--- src/hw/rtl/prc_pkg.sv ---
package prc_pkg;

  localparam int unsigned CoordBits = 32;
  localparam int unsigned IdBits    = 32;
  localparam int unsigned CfgIdxBits = 2;

  localparam logic [CfgIdxBits-1:0] RegLeft   = 2'd0;
  localparam logic [CfgIdxBits-1:0] RegTop    = 2'd1;
  localparam logic [CfgIdxBits-1:0] RegRight  = 2'd2;
  localparam logic [CfgIdxBits-1:0] RegBottom = 2'd3;

  localparam logic OpMove = 1'b0;
  localparam logic OpLine = 1'b1;

  localparam int unsigned ResetRight  = 4095;
  localparam int unsigned ResetBottom = 4095;

endpackage

--- src/hw/rtl/prc_divider.sv ---
// Restoring divider: one quotient bit per cycle.
module prc_divider #(
  parameter int unsigned NumBits = 2 * prc_pkg::CoordBits + 2,
  parameter int unsigned DenBits = prc_pkg::CoordBits + 2
) (
  input  logic               clk_i,
  input  logic               rst_ni,
  input  logic               start_i,
  input  logic [NumBits-1:0] num_i,
  input  logic [DenBits-1:0] den_i,
  output logic               done_o,
  output logic [NumBits-1:0] quot_o,
  output logic [DenBits-1:0] rem_o
);
  localparam int unsigned CntBits = $clog2(NumBits + 1);

  logic [NumBits-1:0] quot_q;
  logic [DenBits:0]   rem_q;
  logic [DenBits-1:0] den_q;
  logic [CntBits-1:0] cnt_q;
  logic               busy_q;
  logic [DenBits:0]   shifted;

  assign shifted = {rem_q[DenBits-1:0], quot_q[NumBits-1]};

  always_ff @(posedge clk_i or negedge rst_ni) begin
    if (!rst_ni) begin
      busy_q <= 1'b0;
      cnt_q  <= '0;
      done_o <= 1'b0;
    end else begin
      done_o <= 1'b0;
      if (start_i) begin
        busy_q <= 1'b1;
        cnt_q  <= CntBits'(NumBits);
      end else if (busy_q) begin
        cnt_q <= cnt_q - 1'b1;
        if (cnt_q == CntBits'(1)) begin
          busy_q <= 1'b0;
          done_o <= 1'b1;
        end
      end
    end
  end

  always_ff @(posedge clk_i) begin
    if (start_i) begin
      quot_q <= num_i;
      rem_q  <= '0;
      den_q  <= den_i;
    end else if (busy_q) begin
      if (shifted >= {1'b0, den_q}) begin
        rem_q  <= shifted - {1'b0, den_q};
        quot_q <= {quot_q[NumBits-2:0], 1'b1};
      end else begin
        rem_q  <= shifted;
        quot_q <= {quot_q[NumBits-2:0], 1'b0};
      end
    end
  end

  assign quot_o = quot_q;
  assign rem_o  = rem_q[DenBits-1:0];
endmodule

--- src/hw/rtl/prc_back.sv ---
// Computes clip points through a shared divider and drives the result queue.
module prc_back #(
  parameter int unsigned CoordBits = prc_pkg::CoordBits
) (
  input  logic                          clk_i,
  input  logic                          rst_ni,
  input  logic                          job_valid_i,
  output logic                          job_ready_o,
  input  logic                          job_in_i,
  input  logic                          job_out_i,
  input  logic                          job_cur_i,
  input  logic                          job_op_i,
  input  logic [prc_pkg::IdBits-1:0]    job_id_i,
  input  logic                          job_ph_i,
  input  logic signed [CoordBits-1:0]   job_x_i,
  input  logic signed [CoordBits-1:0]   job_y_i,
  input  logic signed [CoordBits-1:0]   job_x0_i,
  input  logic signed [CoordBits-1:0]   job_y0_i,
  input  logic signed [CoordBits:0]     job_dx_i,
  input  logic signed [CoordBits:0]     job_dy_i,
  input  logic [CoordBits+1:0]          job_ni_i,
  input  logic [CoordBits+1:0]          job_di_i,
  input  logic [CoordBits+1:0]          job_no_i,
  input  logic [CoordBits+1:0]          job_dno_i,
  output logic                          empty_o,
  input  logic                          pop_i,
  output logic                          out_op_o,
  output logic signed [CoordBits-1:0]   out_x_o,
  output logic signed [CoordBits-1:0]   out_y_o,
  output logic [prc_pkg::IdBits-1:0]    out_id_o,
  output logic                          out_phantom_o,
  output logic                          out_last_o
);
  import prc_pkg::*;

  localparam int unsigned W   = CoordBits + 2;
  localparam int unsigned NB  = 2 * W;
  localparam int unsigned RW  = 3 + 2 * CoordBits + IdBits;

  localparam logic [2:0] SIdle = 3'd0;
  localparam logic [2:0] SPick = 3'd1;
  localparam logic [2:0] SMul  = 3'd2;
  localparam logic [2:0] SDiv  = 3'd3;
  localparam logic [2:0] SRnd  = 3'd4;
  localparam logic [2:0] SPush = 3'd5;

  logic [2:0] state_q;
  logic [1:0] step_q;    // 0 in.x 1 in.y 2 out.x 3 out.y
  logic need_in_q, need_out_q, cur_q;
  logic op_q, ph_q;
  logic [IdBits-1:0] id_q;
  logic signed [CoordBits-1:0] x_q, y_q, x0_q, y0_q, px_q, py_q;
  logic signed [CoordBits:0] dx_q, dy_q;
  logic [W-1:0] ni_q, di_q, no_q, dno_q;

  // result queue, two entries
  logic [RW-1:0] fifo_q [2];
  logic          wp_q, rp_q;
  logic [1:0]    cnt_q;
  logic          fpush;
  logic [RW-1:0] fdata;

  logic signed [CoordBits:0] dv;
  logic signed [CoordBits-1:0] av;
  logic [W-1:0] nn, dd;
  always_comb begin
    dv = step_q[0] ? dy_q : dx_q;
    av = step_q[0] ? y0_q : x0_q;
    nn = step_q[1] ? no_q : ni_q;
    dd = step_q[1] ? dno_q : di_q;
  end

  logic [NB-1:0] prod_q;
  logic          neg_q;
  logic          zero_q;
  logic          dstart, ddone;
  logic [NB-1:0] quot;
  logic [W-1:0]  rem;

  prc_divider #(.NumBits(NB), .DenBits(W)) u_div (
    .clk_i, .rst_ni, .start_i(dstart), .num_i(prod_q), .den_i(dd),
    .done_o(ddone), .quot_o(quot), .rem_o(rem)
  );
  assign dstart = state_q == SMul && !zero_q;

  logic signed [W:0] base;
  logic [W:0] rem2;
  logic signed [W:0] rnd;
  always_comb begin
    rem2 = {rem, 1'b0};
    base = neg_q ? (W+1)'(av) - (W+1)'(quot[W-1:0])
                 : (W+1)'(av) + (W+1)'(quot[W-1:0]);
    rnd = base;
    if (rem2 > (W+1)'(dd) || (rem2 == (W+1)'(dd) && (neg_q ? base <= 0 : base >= 0)))
      rnd = neg_q ? base - 1 : base + 1;
  end

  logic room;
  assign room = cnt_q != 2'd2;
  assign job_ready_o = state_q == SIdle;

  logic more;   // another result follows the one being pushed
  always_comb begin
    fpush = 1'b0;
    fdata = '0;
    more  = 1'b0;
    if (state_q == SPush && room) begin
      fpush = 1'b1;
      if (step_q == 2'd1 && need_in_q) begin
        more  = need_out_q || cur_q;
        fdata = {OpMove, px_q, py_q, {IdBits{1'b0}}, 1'b1, !more};
      end else if (step_q == 2'd3) begin
        fdata = {OpLine, px_q, py_q, {IdBits{1'b0}}, 1'b1, 1'b1};
      end else begin
        fdata = {op_q, x_q, y_q, id_q, ph_q, 1'b1};
      end
    end
  end

  always_ff @(posedge clk_i or negedge rst_ni) begin
    if (!rst_ni) begin
      state_q <= SIdle;
      step_q  <= '0;
      wp_q    <= 1'b0;
      rp_q    <= 1'b0;
      cnt_q   <= '0;
    end else begin
      case (state_q)
        SIdle: begin
          if (job_valid_i) begin
            if (job_in_i) begin
              step_q <= 2'd0; state_q <= SPick;
            end else if (job_out_i) begin
              step_q <= 2'd2; state_q <= SPick;
            end else if (job_cur_i) begin
              step_q <= 2'd0; state_q <= SPush;
            end
          end
        end
        SMul: state_q <= zero_q ? SRnd : SDiv;
        SDiv: if (ddone) state_q <= SRnd;
        SRnd: begin
          if (!step_q[0]) begin
            step_q <= step_q + 1'b1; state_q <= SPick;
          end else begin
            state_q <= SPush;
          end
        end
        SPick: state_q <= SMul;
        SPush: begin
          if (room) begin
            if (step_q == 2'd1 && need_in_q && need_out_q) begin
              step_q <= 2'd2; state_q <= SPick;
            end else if (step_q == 2'd1 && need_in_q && cur_q) begin
              step_q <= 2'd0; state_q <= SPush;
            end else begin
              state_q <= SIdle;
            end
          end
        end
        default: state_q <= SIdle;
      endcase
      if (fpush) wp_q <= !wp_q;
      if (pop_i && !empty_o) rp_q <= !rp_q;
      cnt_q <= cnt_q + {1'b0, fpush} - {1'b0, pop_i && !empty_o};
    end
  end

  always_ff @(posedge clk_i) begin
    if (state_q == SIdle && job_valid_i) begin
      need_in_q <= job_in_i; need_out_q <= job_out_i; cur_q <= job_cur_i;
      op_q <= job_op_i; ph_q <= job_ph_i; id_q <= job_id_i;
      x_q <= job_x_i; y_q <= job_y_i; x0_q <= job_x0_i; y0_q <= job_y0_i;
      dx_q <= job_dx_i; dy_q <= job_dy_i;
      ni_q <= job_ni_i; di_q <= job_di_i; no_q <= job_no_i; dno_q <= job_dno_i;
    end
    if (state_q == SPush && room && step_q == 2'd1 && need_in_q && !need_out_q && cur_q)
      need_in_q <= 1'b0;
    if (state_q == SPick) begin
      prod_q <= NB'(dv < 0 ? -dv : dv) * NB'(nn);
      neg_q  <= dv < 0;
      zero_q <= dv == 0 || nn == '0;
    end
    if (state_q == SRnd) begin
      if (!step_q[0]) px_q <= zero_q ? av : rnd[CoordBits-1:0];
      else            py_q <= zero_q ? av : rnd[CoordBits-1:0];
    end
    if (fpush) fifo_q[wp_q] <= fdata;
  end

  assign empty_o = cnt_q == 2'd0;
  assign {out_op_o, out_x_o, out_y_o, out_id_o, out_phantom_o, out_last_o} = fifo_q[rp_q];
endmodule

--- config.mk ---
export PLATFORM = sky130hd
export DESIGN_NAME = prc_back
export DESIGN_NICKNAME = d
export VERILOG_FILES = /design/src/hw/rtl/prc_pkg.sv /design/src/hw/rtl/prc_divider.sv /design/src/hw/rtl/prc_back.sv
export SDC_FILE = /design/constraint.sdc
export NUM_CORES = 2
export LEC_CHECK = 0
export ABC_CLOCK_PERIOD_IN_PS = 22800
export BUFFER_PORTS_ARGS = -buffer_cell sky130_fd_sc_hd__buf_2
export CAP_MARGIN = 40
export CORE_MARGIN = 2
export CORE_UTILIZATION = 52
export DETAILED_ROUTE_END_ITERATION = 10
export PLACE_DENSITY = 0.7
export SLEW_MARGIN = 10
export SYNTH_ARGS = -nofsm -noshare
export SYNTH_HDL_FRONTEND = slang
export SYNTH_SLANG_ARGS = --single-unit
export TNS_END_PERCENT = 5
--- constraint.sdc ---
create_clock -name clk_i -period 22.8 [get_ports clk_i]
set_clock_uncertainty 0.1 [all_clocks]
set_input_delay 4.56 -clock clk_i [delete_from_list [all_inputs] [get_ports clk_i]]
set_output_delay 4.56 -clock clk_i [all_outputs]
set_load 0.01 [all_outputs]
==> flow_summary_export.csv <==
group,metric,value,unit
route,drt_iter0_markers,5121,
timing,max_freq,0.0748,GHz
synthesis,ys_ff_latch,853,
timing,drv_slew,0,
place,place.gp.congestion,0.954,
setup_path,crit_slowest_cell,"a2111oi_0",
floorplan,ios,472,
route,drtPass1Iterations,6,
route,drt_drc_violations_left,0,
final_layout,final_util,0.591,
synthesis,synth_flop_cell,"edfxtp_1",
clock_network,clkLatencyLatePin,0.72,ns
timing,finalCritPeriodShare,0.586,
final_layout,syn2layout_area_growth,13.0,%
setup_path,critPathArrivalTime,13.79,ns
route,drt.antenna.violating_nets,0,
place,port_buffers,471,
clock_network,cts-root-buf,"clkbuf_16",
timing,finalSetupViolCount,0,
global_route,grt_pass1_vias,67800,
floorplan,dieArea,171000,um^2
synthesis,syn_inst,8296,
synthesis,async_flop_share,0.0211,
clock_network,cts_hold_buf,0,
final_layout,final_layout_size_suffix_gt1_frac,0.109,
route,wl_per_cell,21.1,um
place,detailed_place_hpwl,190,mm
floorplan,rows,150,
synthesis,synth_edf_count,800,
timing,fin_crit,13.37,ns
timing,tns,0,ns
clock_network,path_clk_slew,0.07,ns
route,vias,62500,
setup_path,r2r_slack,9.43,ns
final_layout,final_cells,11600,
floorplan,die_h,414,um
global_route,track_usage,0.292,
min_path,hp-class,"flip-flop to flip-flop",
place,dp_cells,11400,
setup_path,reg2reg_from,"step_q[0]",
route,drt-total-wl,244,mm
global_route,grt_max_degree,79,
flow_run,drv_cap,0,
setup_path,max_stage_delay,0.82,ns
setup_path,crit_start,"step_q[0]",
clock_network,clock_path_buffers,3,
clock_network,cts_tree,"done",
setup_path,worstPathRequired,23.22,ns
timing,rsz0062_at_grt,"no",
timing,worstMarginPinSlew,0.964,ns
floorplan,coreArea,167000,um^2
clock_network,cts_buffers,86,
global_route,grt_pass1_wl,384,mm
global_route,antenna_found_initial,29,
run_status,status,"complete, no violations",
setup_path,r2r_end,"prod_q[60]",
setup_path,cp_common_cell,"fa_1",
route,routed_via_density,5.39,
synthesis,postSynthAreaPerCell,10.5,um^2
synthesis,synth_area,87400,um^2
timing,hold_viol,0,
synthesis,yosys_warnings,0,
clock_network,cts_sinks,853,
clock_network,htreeDepth,3,
setup_path,cp-start-kind,"flip-flop",
synthesis,ys_types,81,
global_route,overflow,0,
floorplan,initial_core_util,0.523,
setup_path,worst_r2r_path_depth,38,
floorplan,chipWidth,414,um
clock_network,cts_resized,0,
setup_path,worstSetupPathType,"flip-flop to flip-flop",
final_layout,nets,11500,
setup_path,setup.worst_path.end_class,"flip-flop",
setup_path,cp_max_fo,60,
timing,relSlewSlack,0.357,
clock_network,post_cts_buffers,0,
setup_path,crit_end,"prod_q[60]",
synthesis,yosysSeqAreaShare,0.288,
## per-stage QoR
stage	worst slack [ns]	instance area [um^2]	hold WS (ns)
floorplan	8.51	89600	0.360
global placement	9.95	95100	0.390
detailed placement	9.71	95700	0.393
CTS	9.68	98700	0.391
global route	8.90	98800	0.409
finish	9.43	98800	0.399
## critical path: cells and delay by family, from the launching register on
family	cells	cell delay, ns
flip-flops	1	0.77
AO/OA/AOI/OAI	11	3.00
adder cells (fa/ha/maj)	10	4.55
multiplexers	1	0.39
AND/OR/NAND/NOR	8	2.82
XOR/XNOR	1	0.16
buffers and inverters	7	1.31
## worst min-delay path by stage
stage,startpoint,endpoint,slack (ns),cells past startpoint
after global routing,prod_q[24],u_div.quot_o[24],0.41,2
after detailed placement,prod_q[46],u_div.quot_o[46],0.39,2
after global placement,prod_q[42],u_div.quot_o[42],0.39,2
after floorplan,wp_q,wp_q,0.36,1
final,prod_q[24],u_div.quot_o[24],0.40,2
after CTS,prod_q[24],u_div.quot_o[24],0.39,2
## synthesized netlist by cell type, types with 13 or more instances
cell type,instances,area (um^2)
inv_1,1714,6430
fa_1,1558,31200
nand2_1,978,3670
nor2_1,810,3040
edfxtp_1,800,24000
ha_1,307,3840
clkbuf_1,290,1090
a21oi_1,268,1340
xnor2_1,168,1470
mux2_2,161,1810
o21ai_0,146,731
mux2i_1,109,1090
a21o_1,91,683
xor2_1,79,692
nor3_1,72,360
nand3_1,60,300
and3_1,59,369
nand4_1,45,282
a211oi_1,44,330
nand2b_1,41,257
a31oi_1,39,244
dfxtp_1,35,701
o21a_1,33,248
nor2b_1,29,181
o211ai_1,23,173
o21bai_1,20,150
o31ai_1,19,143
and2_1,18,113
buf_1,18,67.6
dfrtp_1,18,450
nor4_1,17,106
or2_2,16,100
o22ai_1,14,87.6
or3_1,13,81.3
## flip-flops by register name, summed over array words and instances (netlist names), 34 cells and up
| name | cells |
|---|---|
| fifo_q | 198 |
| prod_q | 68 |
| u_div.quot_o | 68 |
| di_q | 34 |
| dno_q | 34 |
| ni_q | 34 |
| no_q | 34 |
| u_div.den_q | 34 |
| u_div.rem_q | 34 |
## layout make-up
cell class,count,area (um^2)
antenna,19,47.5
fill,14000,68300
inverter,1719,6450
tap,2204,2760
timing repair buffer,628,3930
clock buffer,99,2220
multi-input combinational,6000,57400
clock inverter,60,759
sequential,853,25200
## placed cells by master (no fill, tap or decap), types with 146 or more instances in the layout
master	synthesis	routed
xnor2_1	168	148
conb_1	2	595
fa_1	1558	1558
edfxtp_1	800	800
ha_1	307	307
a21oi_1	268	268
nand2_1	978	978
o21ai_0	146	146
mux2_2	161	162
inv_1	1714	1713
buf_2	7	474
nor2_1	810	807
## routing by layer
metal  track usage  routed length, um
met1         0.359              90800
met2         0.498             120000
met4         0.149              13800
met5             0                 60
met3        0.0513              19100
## cell families after synthesis
family | count (synthesis) | share of synthesized area
buffers and inverters | 2036 | 0.0876
adders and majority gates | 1865 | 0.401
AOI/OAI and AO/OA | 810 | 0.0587
xor gates and xnor gates | 247 | 0.0247
DFF | 853 | 0.288
and+or+nand+nor | 2206 | 0.106
muxes | 277 | 0.0341
other | 2 | 0.0000859
Power is left out: the tool's default activity adds up to more than one toggle a clock period on the data nets, which glitch-free logic cannot reach.
